<file path="config.mk">
export PLATFORM = sky130hd
export DESIGN_NAME = job_sequencing_with_deadlines_unit_flat
export DESIGN_NICKNAME = d
export VERILOG_FILES = /design/src/jsd_pkg.sv /design/src/jsd_in_if.sv /design/src/jsd_out_if.sv /design/src/jsd_cell.sv /design/src/job_sequencing_with_deadlines_unit.sv /design/src/flat_wrapper.sv
export SDC_FILE = /design/constraint.sdc
export NUM_CORES = 1
export LEC_CHECK = 0
export BUFFER_PORTS_ARGS = -buffer_cell sky130_fd_sc_hd__buf_2
export CORE_MARGIN = 4
export CORE_UTILIZATION = 30
export CTS_CLUSTER_DIAMETER = 60
export DETAILED_ROUTE_END_ITERATION = 12
export GPL_TIMING_DRIVEN = 0
export PLACE_DENSITY = 0.48
export SLEW_MARGIN = 20
export SYNTH_ARGS = -nofsm -noshare
export SYNTH_HDL_FRONTEND = slang
export SYNTH_SLANG_ARGS = --single-unit
</file>
<file path="constraint.sdc">
create_clock -name clk -period 8.7 [get_ports clk]
set_input_delay 0.87 -clock clk [delete_from_list [all_inputs] [get_ports clk]]
set_output_delay 0.87 -clock clk [all_outputs]
set_load 0.02 [all_outputs]
</file>
<file path="src/jsd_pkg.sv">
// Package for the job sequencing block: field widths, default slot count
// and the status record that each list cell hands to its neighbor.
// No dependencies.
package jsd_pkg;

  localparam int DL_W      = 7;
  localparam int PROFIT_W  = 20;
  localparam int SUM_W     = 26;
  localparam int CNT_W     = 7;
  localparam int SLOTS_DEF = 64;

  // Status of one list cell for the job on the input.
  typedef struct packed {
    logic le;   // occupied and deadline at most the new one
    logic bad;  // this position breaks the deadline rule
  } cell_stat_t;

endpackage

</file>
<file path="src/jsd_in_if.sv">
// Input channel of the job sequencing block: one job per beat.
// Depends on jsd_pkg for field widths.
interface jsd_in_if;
  logic                            valid;
  logic                            ready;
  logic [jsd_pkg::DL_W-1:0]        job_deadline;
  logic [jsd_pkg::PROFIT_W-1:0]    job_profit;
  logic                            batch_end;

  modport source (output valid, job_deadline, job_profit, batch_end, input ready);
  modport sink   (input valid, job_deadline, job_profit, batch_end, output ready);
endinterface

</file>
<file path="src/jsd_out_if.sv">
// Result channel of the job sequencing block: one result per beat.
// Depends on jsd_pkg for field widths.
interface jsd_out_if;
  logic                            valid;
  logic                            ready;
  logic                            accepted;
  logic [jsd_pkg::SUM_W-1:0]       total_profit;
  logic [jsd_pkg::CNT_W-1:0]       scheduled_count;
  logic                            batch_done;

  modport source (output valid, accepted, total_profit, scheduled_count, batch_done,
                  input ready);
  modport sink   (input valid, accepted, total_profit, scheduled_count, batch_done,
                  output ready);
endinterface

</file>
<file path="src/jsd_cell.sv">
// One cell of the sorted deadline list: holds one entry, checks it against
// the incoming job and shifts from its left neighbor. Depends on jsd_pkg.
module jsd_cell #(
  parameter int DW  = 7,
  parameter int IDX = 0
) (
  input  logic                 clk,
  input  logic                 commit,
  input  logic [DW-1:0]        len,
  input  logic [DW-1:0]        d,
  input  jsd_pkg::cell_stat_t  prev_stat,
  input  logic [DW-1:0]        prev_ent,
  output jsd_pkg::cell_stat_t  stat,
  output logic [DW-1:0]        ent
);
  import jsd_pkg::*;

  logic [DW-1:0] ent_r;
  logic          occ;
  logic          at_pos;
  logic          shift;

  assign occ    = len > DW'(IDX);
  assign stat.le = occ && (ent_r <= d);
  assign at_pos = prev_stat.le && !stat.le;
  assign shift  = occ && !stat.le;
  // A shifted entry moves to 1-based position IDX+2; the new job lands at IDX+1.
  assign stat.bad = (shift && ({1'b0, ent_r} < (DW+1)'(IDX + 2))) ||
                    (at_pos && ({1'b0, d} < (DW+1)'(IDX + 1)));
  assign ent = ent_r;

  always_ff @(posedge clk) begin
    if (commit && !stat.le) begin
      ent_r <= at_pos ? d : prev_ent;
    end
  end

endmodule

</file>
<file path="src/job_sequencing_with_deadlines_unit.sv">
// Greedy job sequencing with deadlines, built as a chain of list cells.
// A result is registered as its job is accepted and is offered in the next
// cycle. Throughput: one job per cycle unless the result channel stalls;
// every cell compares and shifts in the same cycle, and the feasibility check
// is a single OR over the cells' flags. Reset (rst_n low, synchronous) empties
// the list and clears the total and the valid flag; entries are not cleared.
module job_sequencing_with_deadlines_unit #(
  parameter int SLOTS = jsd_pkg::SLOTS_DEF
) (
  input logic      clk,
  input logic      rst_n,
  jsd_in_if.sink   in_ch,
  jsd_out_if.source out_ch
);
  import jsd_pkg::*;

  // Width that holds any deadline or count from 0 to SLOTS.
  localparam int DW = $clog2(SLOTS + 1);
  // Width wide enough for both the raw input deadline and SLOTS.
  localparam int IW = (DW > DL_W) ? DW : DL_W;

  logic [DW-1:0]        len_r;
  logic [SUM_W-1:0]     sum_r;
  logic                 out_valid_r;
  logic                 accepted_r;
  logic [SUM_W-1:0]     total_r;
  logic [CNT_W-1:0]     count_r;
  logic                 done_r;

  logic                 take;
  logic [IW-1:0]        d_ext;
  logic [DW-1:0]        d;
  logic                 ok;
  logic                 commit;
  logic [DW-1:0]        len_new;
  logic [SUM_W:0]       sum_wide;
  logic [SUM_W-1:0]     sum_new;
  logic [SLOTS-1:0]     bad_vec;

  cell_stat_t           stat [SLOTS];
  logic [DW-1:0]        ent  [SLOTS];

  // The output register frees as soon as its beat is taken, so a new job
  // can enter in the same cycle.
  assign in_ch.ready = !out_valid_r || out_ch.ready;
  assign take        = in_ch.valid && in_ch.ready;

  // Deadlines beyond the slot count are clamped to it, so they fit in DW bits.
  assign d_ext = IW'(in_ch.job_deadline);
  assign d     = (d_ext > IW'(SLOTS)) ? DW'(SLOTS) : DW'(d_ext);

  // Each cell sees the new deadline, its left neighbor's status and entry.
  // Cell 0 behaves as if an always-smaller entry stood to its left.
  genvar gi;
  generate
    for (gi = 0; gi < SLOTS; gi++) begin : g_cell
      cell_stat_t    p_stat;
      logic [DW-1:0] p_ent;
      if (gi == 0) begin : g_head
        assign p_stat.le  = 1'b1;
        assign p_stat.bad = 1'b0;
        assign p_ent      = d;
      end else begin : g_body
        assign p_stat = stat[gi-1];
        assign p_ent  = ent[gi-1];
      end
      jsd_cell #(
        .DW  (DW),
        .IDX (gi)
      ) u_cell (
        .clk       (clk),
        .commit    (commit),
        .len       (len_r),
        .d         (d),
        .prev_stat (p_stat),
        .prev_ent  (p_ent),
        .stat      (stat[gi]),
        .ent       (ent[gi])
      );
      assign bad_vec[gi] = stat[gi].bad;
    end
  endgenerate

  // A job fits when it has a real deadline, the list has room and no cell
  // (including the one where the job would land) breaks its deadline.
  assign ok     = (d != '0) && (len_r < DW'(SLOTS)) && !(|bad_vec);
  assign commit = take && ok;

  assign len_new  = ok ? len_r + 1'b1 : len_r;
  assign sum_wide = {1'b0, sum_r} + (SUM_W+1)'(in_ch.job_profit);
  // The total saturates rather than wrapping when many slots are configured.
  assign sum_new  = !ok          ? sum_r :
                    sum_wide[SUM_W] ? {SUM_W{1'b1}} : sum_wide[SUM_W-1:0];

  always_ff @(posedge clk) begin
    if (!rst_n) begin
      len_r       <= '0;
      sum_r       <= '0;
      out_valid_r <= 1'b0;
    end else begin
      if (take) begin
        // A batch end reports the final values, then empties the schedule.
        len_r       <= in_ch.batch_end ? '0 : len_new;
        sum_r       <= in_ch.batch_end ? '0 : sum_new;
        out_valid_r <= 1'b1;
      end else if (out_ch.ready) begin
        out_valid_r <= 1'b0;
      end
    end
  end

  always_ff @(posedge clk) begin
    if (take) begin
      accepted_r <= ok;
      total_r    <= sum_new;
      count_r    <= CNT_W'(len_new);
      done_r     <= in_ch.batch_end;
    end
  end

  assign out_ch.valid           = out_valid_r;
  assign out_ch.accepted        = accepted_r;
  assign out_ch.total_profit    = total_r;
  assign out_ch.scheduled_count = count_r;
  assign out_ch.batch_done      = done_r;

endmodule
</file>
<file path="src/flat_wrapper.sv">
// flat-port wrapper written by rule: the top's interface ports become plain ports
module job_sequencing_with_deadlines_unit_flat import jsd_pkg::*;
#(
  parameter int SLOTS = jsd_pkg::SLOTS_DEF
)
  (clk, rst_n, in_ch_valid, in_ch_job_deadline, in_ch_job_profit, in_ch_batch_end, in_ch_ready, out_ch_valid, out_ch_accepted, out_ch_total_profit, out_ch_scheduled_count, out_ch_batch_done, out_ch_ready);
  jsd_in_if in_ch_i ();
  jsd_out_if out_ch_i ();
  input logic clk;
  input logic rst_n;
  input wire logic [$bits(in_ch_i.valid)-1:0] in_ch_valid;
  input wire logic [$bits(in_ch_i.job_deadline)-1:0] in_ch_job_deadline;
  input wire logic [$bits(in_ch_i.job_profit)-1:0] in_ch_job_profit;
  input wire logic [$bits(in_ch_i.batch_end)-1:0] in_ch_batch_end;
  output wire logic [$bits(in_ch_i.ready)-1:0] in_ch_ready;
  output wire logic [$bits(out_ch_i.valid)-1:0] out_ch_valid;
  output wire logic [$bits(out_ch_i.accepted)-1:0] out_ch_accepted;
  output wire logic [$bits(out_ch_i.total_profit)-1:0] out_ch_total_profit;
  output wire logic [$bits(out_ch_i.scheduled_count)-1:0] out_ch_scheduled_count;
  output wire logic [$bits(out_ch_i.batch_done)-1:0] out_ch_batch_done;
  input wire logic [$bits(out_ch_i.ready)-1:0] out_ch_ready;
  assign in_ch_i.valid = in_ch_valid;
  assign in_ch_i.job_deadline = in_ch_job_deadline;
  assign in_ch_i.job_profit = in_ch_job_profit;
  assign in_ch_i.batch_end = in_ch_batch_end;
  assign in_ch_ready = in_ch_i.ready;
  assign out_ch_valid = out_ch_i.valid;
  assign out_ch_accepted = out_ch_i.accepted;
  assign out_ch_total_profit = out_ch_i.total_profit;
  assign out_ch_scheduled_count = out_ch_i.scheduled_count;
  assign out_ch_batch_done = out_ch_i.batch_done;
  assign out_ch_i.ready = out_ch_ready;
  job_sequencing_with_deadlines_unit #(.SLOTS(SLOTS)) u_core (.clk(clk), .rst_n(rst_n), .in_ch(in_ch_i), .out_ch(out_ch_i));
endmodule
</file>
==> key figures <==
Synth
  – Syn Inst Count: about 3600
  – Seq cells post-synth: approximately 520
  – Commonest cells post-synth: 483 x edfxtp_1, 471 x ha_1, 378 x nand2_1
  – Synth top area cells: edfxtp_1 40%, ha_1 16%, mux2_2 6.6%
  – Cell taking the most area after synthesis: edfxtp_1
  – Share of the synthesized area in the top cell type: around two fifths
  – Post-synth net total: about 4100
  – Asr flop ratio synth: 0%
  – Top FF cell, synth: edfxtp_1
  – Number of synthesized flops with an enable pin: between 400 and 500
  – Avg Inst Size Synth: between 10 and 15 um2
  – Top-count cell post-synth: edfxtp_1
  – Synth Cell Area: about 37000 um2
  – Yosys cell types: approximately 110
  – Yosys warnings: 0
  – Seq/Total Area, Yosys: about two fifths

Hold path
  – Cell depth of the worst hold path: 1
  – Tightest Hold Check Type: in2reg
  – Hold Path End: u_core.out_ch.batch_done$_DFFE_PP_
  – Min-delay src: in_ch_batch_end

Detailed routing
  – Detail Route Antenna Nets: 0
  – Via Count: around 30000
  – Via density: 5.56
  – Avg WL per Cell: between 20 and 25 um
  – Drt pass-1 iters: 6
  – DRT Wirelength: approximately 130000 um
  – DRC Markers: 0
  – Initial DRC count: roughly 2400

Clock network
  – Max Root-Sink Buffers: 3
  – Setup Buffers After CTS: 0
  – Clock transition at path regs: about 0.060 ns
  – Total number of H-tree levels: 3
  – CTS root buffer: clkbuf_16
  – Cts repair resizes: 1
  – Total CTS buffers: roughly 70
  – Hold Buf Count CTS: 0
  – Clk_lat worst skew: around 0.66 ns
  – CTS tree: built
  – CTS sink count: slightly above 500

Setup path
  – Critical Path AT: ~8.9 ns
  – Req. time, crit path: between 8 and 9 ns
  – Setup CP Type: in2reg
  – Worst setup EP type: flop
  – FF-to-FF End: u_core.g_cell[28].u_cell.ent[0]$_DFFE_PP_
  – Cells on worst reg2reg path: 16
  – Reg2reg start: u_core.len_r[1]$_SDFFE_PN0P_
  – R2R Setup Slk: around 1.5 ns
  – Crit-path max FO: 29
  – Startpoint types: input port

Pwr
  – Max VDD drop: ~120 uV
  – Cell area power density: about 170 nW/um2
  – Clock power frac: between 40% and 50%
  – Switching Share: between 20% and 30%
  – Comb pwr share: around 16%
  – NetSw: approximately 2.1 mW
  – Reg power frac: between 40% and 50%
  – Pint: a little over 5 mW
  – Leak pwr: about 16 nW

Run status
  – Status: finished clean

Die
  – Die W: between 300 and 400 um
  – Initial Util: 30.4%
  – Die ar.: 128000 um2
  – FP Rows: between 100 and 150
  – Die height: about 360 um
  – Ports: 69
  – CORE AREA: roughly 120000 um2

Place
  – Gpl congestion: between 0.9 and 1
  – HPWL Detailed: about 100000 um
  – I/O Buffers: between 60 and 70

Global route
  – Initial antenna violation count: 9
  – Total GRT Usage: 20.6%
  – Congestion Overflow GR: 0
  – First-pass GRT wire length: about 200000 um
  – Largest net degree at the start of global routing: 34
  – Vias in the first global route: 29500

STA
  – Fmax: 117 MHz
  – Post-route minimum period: about 8.6 ns
  – Setup TNS: 0 ns
  – Final Max Slew Viols: 0
  – Final Hold Fails: 0
  – WHS: about 0.46 ns
  – Slew margin rel.: 16.4%
  – Final setup violating endpoints: 0
  – Final Skew: 0.0386 ns
  – Worst slew pin tran: between 1 and 1.5 ns
  – Period utilization: a little over nine tenths
  – Setup repair after global routing missed its margin: true

Job
  – Max cap viols: 0

Finish
  – Layout net count: roughly 4300
  – Area growth syn-to-layout: 14.3%
  – Post-layout util: about a third
  – Layout cells sized above 1: ~14%
## logic make-up after synthesis
kind of cell	after synthesis	share of synthesized area [%]
simple gates	1178	16.1
compound gates	966	16.2
flops	517	41.5
fa+ha+maj	472	16.2
buf+inv	252	2.86
mux	220	6.77
xor+xnor	17	0.407
## per-layer routing
metal,track usage [%],share of wire [%],up-vias
li1,-,-,14200
met1,27.5,44,14800
met2,33.0,45,1034
met3,5.05,7.8,230
met4,6.44,3.2,4
met5,0,0.020,-
## worst max-delay path by stage
| stage | startpoint | to | slack [ns] | depth (start not counted) |
|---|---|---|---|---|
| floorplan | in_ch_job_deadline[6] | u_core.g_cell[19].u_cell.ent[0]$_DFFE_PP_ | 1.60 | 19 |
| global placement | in_ch_job_deadline[6] | u_core.g_cell[30].u_cell.ent[0]$_DFFE_PP_ | -4.78 | 19 |
| detailed placement | in_ch_job_deadline[6] | u_core.g_cell[11].u_cell.ent[0]$_DFFE_PP_ | -0.70 | 20 |
| CTS | in_ch_job_deadline[6] | u_core.g_cell[30].u_cell.ent[0]$_DFFE_PP_ | 0.11 | 20 |
| global route | in_ch_job_deadline[6] | u_core.g_cell[7].u_cell.ent[1]$_DFFE_PP_ | -0.07 | 20 |
| finish | in_ch_job_deadline[6] | u_core.g_cell[28].u_cell.ent[0]$_DFFE_PP_ | 0.12 | 20 |
## power groups by stage
stage | clock [mW] | combinational (mW) | sequential [mW]
6_report | 3.02 | 1.18 | 3.10
5_1_grt | 3.16 | 1.32 | 3.12
4_1_cts | 3.07 | 1.17 | 3.10
3_5_place_dp | 0 | 1.16 | 3.14
3_3_place_gp | 0 | 1.12 | 3.15
2_1_floorplan | 0 | 0.776 | 3.11
## sequential cells by signal, summed over array words and instances, names as in the netlist
name                           count
u_core.out_ch.scheduled_count      7
u_core.out_ch.accepted             1
u_core.out_ch.batch_done           1
u_core.g_cell.u_cell.ent         448
u_core.out_ch.total_profit        26
u_core.out_ch.valid                1
u_core.sum_r                      26
u_core.len_r                       7
## stage by stage
stage          instance area (um2)  power (mW)  instances  worst slack, ns
3_5_place_dp                 39400        4.30       5317           -0.699
2_1_floorplan                36600        3.88       3622             1.60
3_3_place_gp                 38900        4.27       5299            -4.78
6_report                     41800        7.29       5455            0.118
5_1_grt                      41800        7.60       5449          -0.0732
4_1_cts                      41800        7.34       5449            0.113
## layout by cell type, fill, tap and decap left out, drive strengths merged, types with 18 or more instances in the layout
cell type	netlist	final
clkbuf	115	198
a21oi	280	280
nor4	34	34
edfxtp	483	483
nand3	138	138
and3	22	22
mux2	219	219
nand2b	59	59
ha	471	471
o211ai	67	67
nand4	86	86
o21ai	342	342
clkinv	2	24
nor3	51	51
nor2	195	195
o21a	21	21
nor2b	95	95
a21o	46	46
or4	18	18
buf	40	124
or2	22	22
dfxtp	34	34
or3	24	24
inv	95	106
nand2	380	380
## critical path: stages
cell and delay (ns):
clkbuf_1 0.43, inv_2 0.13, nand2_1 0.50, clkinvlp_4 0.54, clkbuf_4 0.49, buf_12 0.29
ha_1 0.32, nand4_1 0.12, nor2_1 0.16, nor2_1 0.06, a311oi_1 0.57, or2_1 0.19
clkbuf_1 0.46, o211ai_1 0.17, a2111oi_0 0.75, o2111ai_2 0.50, or3_1 0.50, clkbuf_1 0.43
buf_1 0.63, nor2_1 0.66
## final cells by class
cell class | instances | area, um2
diodes | 6 | 15.0
plain buffers | 155 | 719
clock buffers | 84 | 1870
clock inverters | 48 | 526
fillers | 12300 | 78600
inverters | 97 | 368
multi-input cells | 2853 | 20400
flip-flops and latches | 517 | 15200
well taps | 1612 | 2020
repair buffers | 83 | 682
Note: power is estimated with default switching activity, not from simulation.
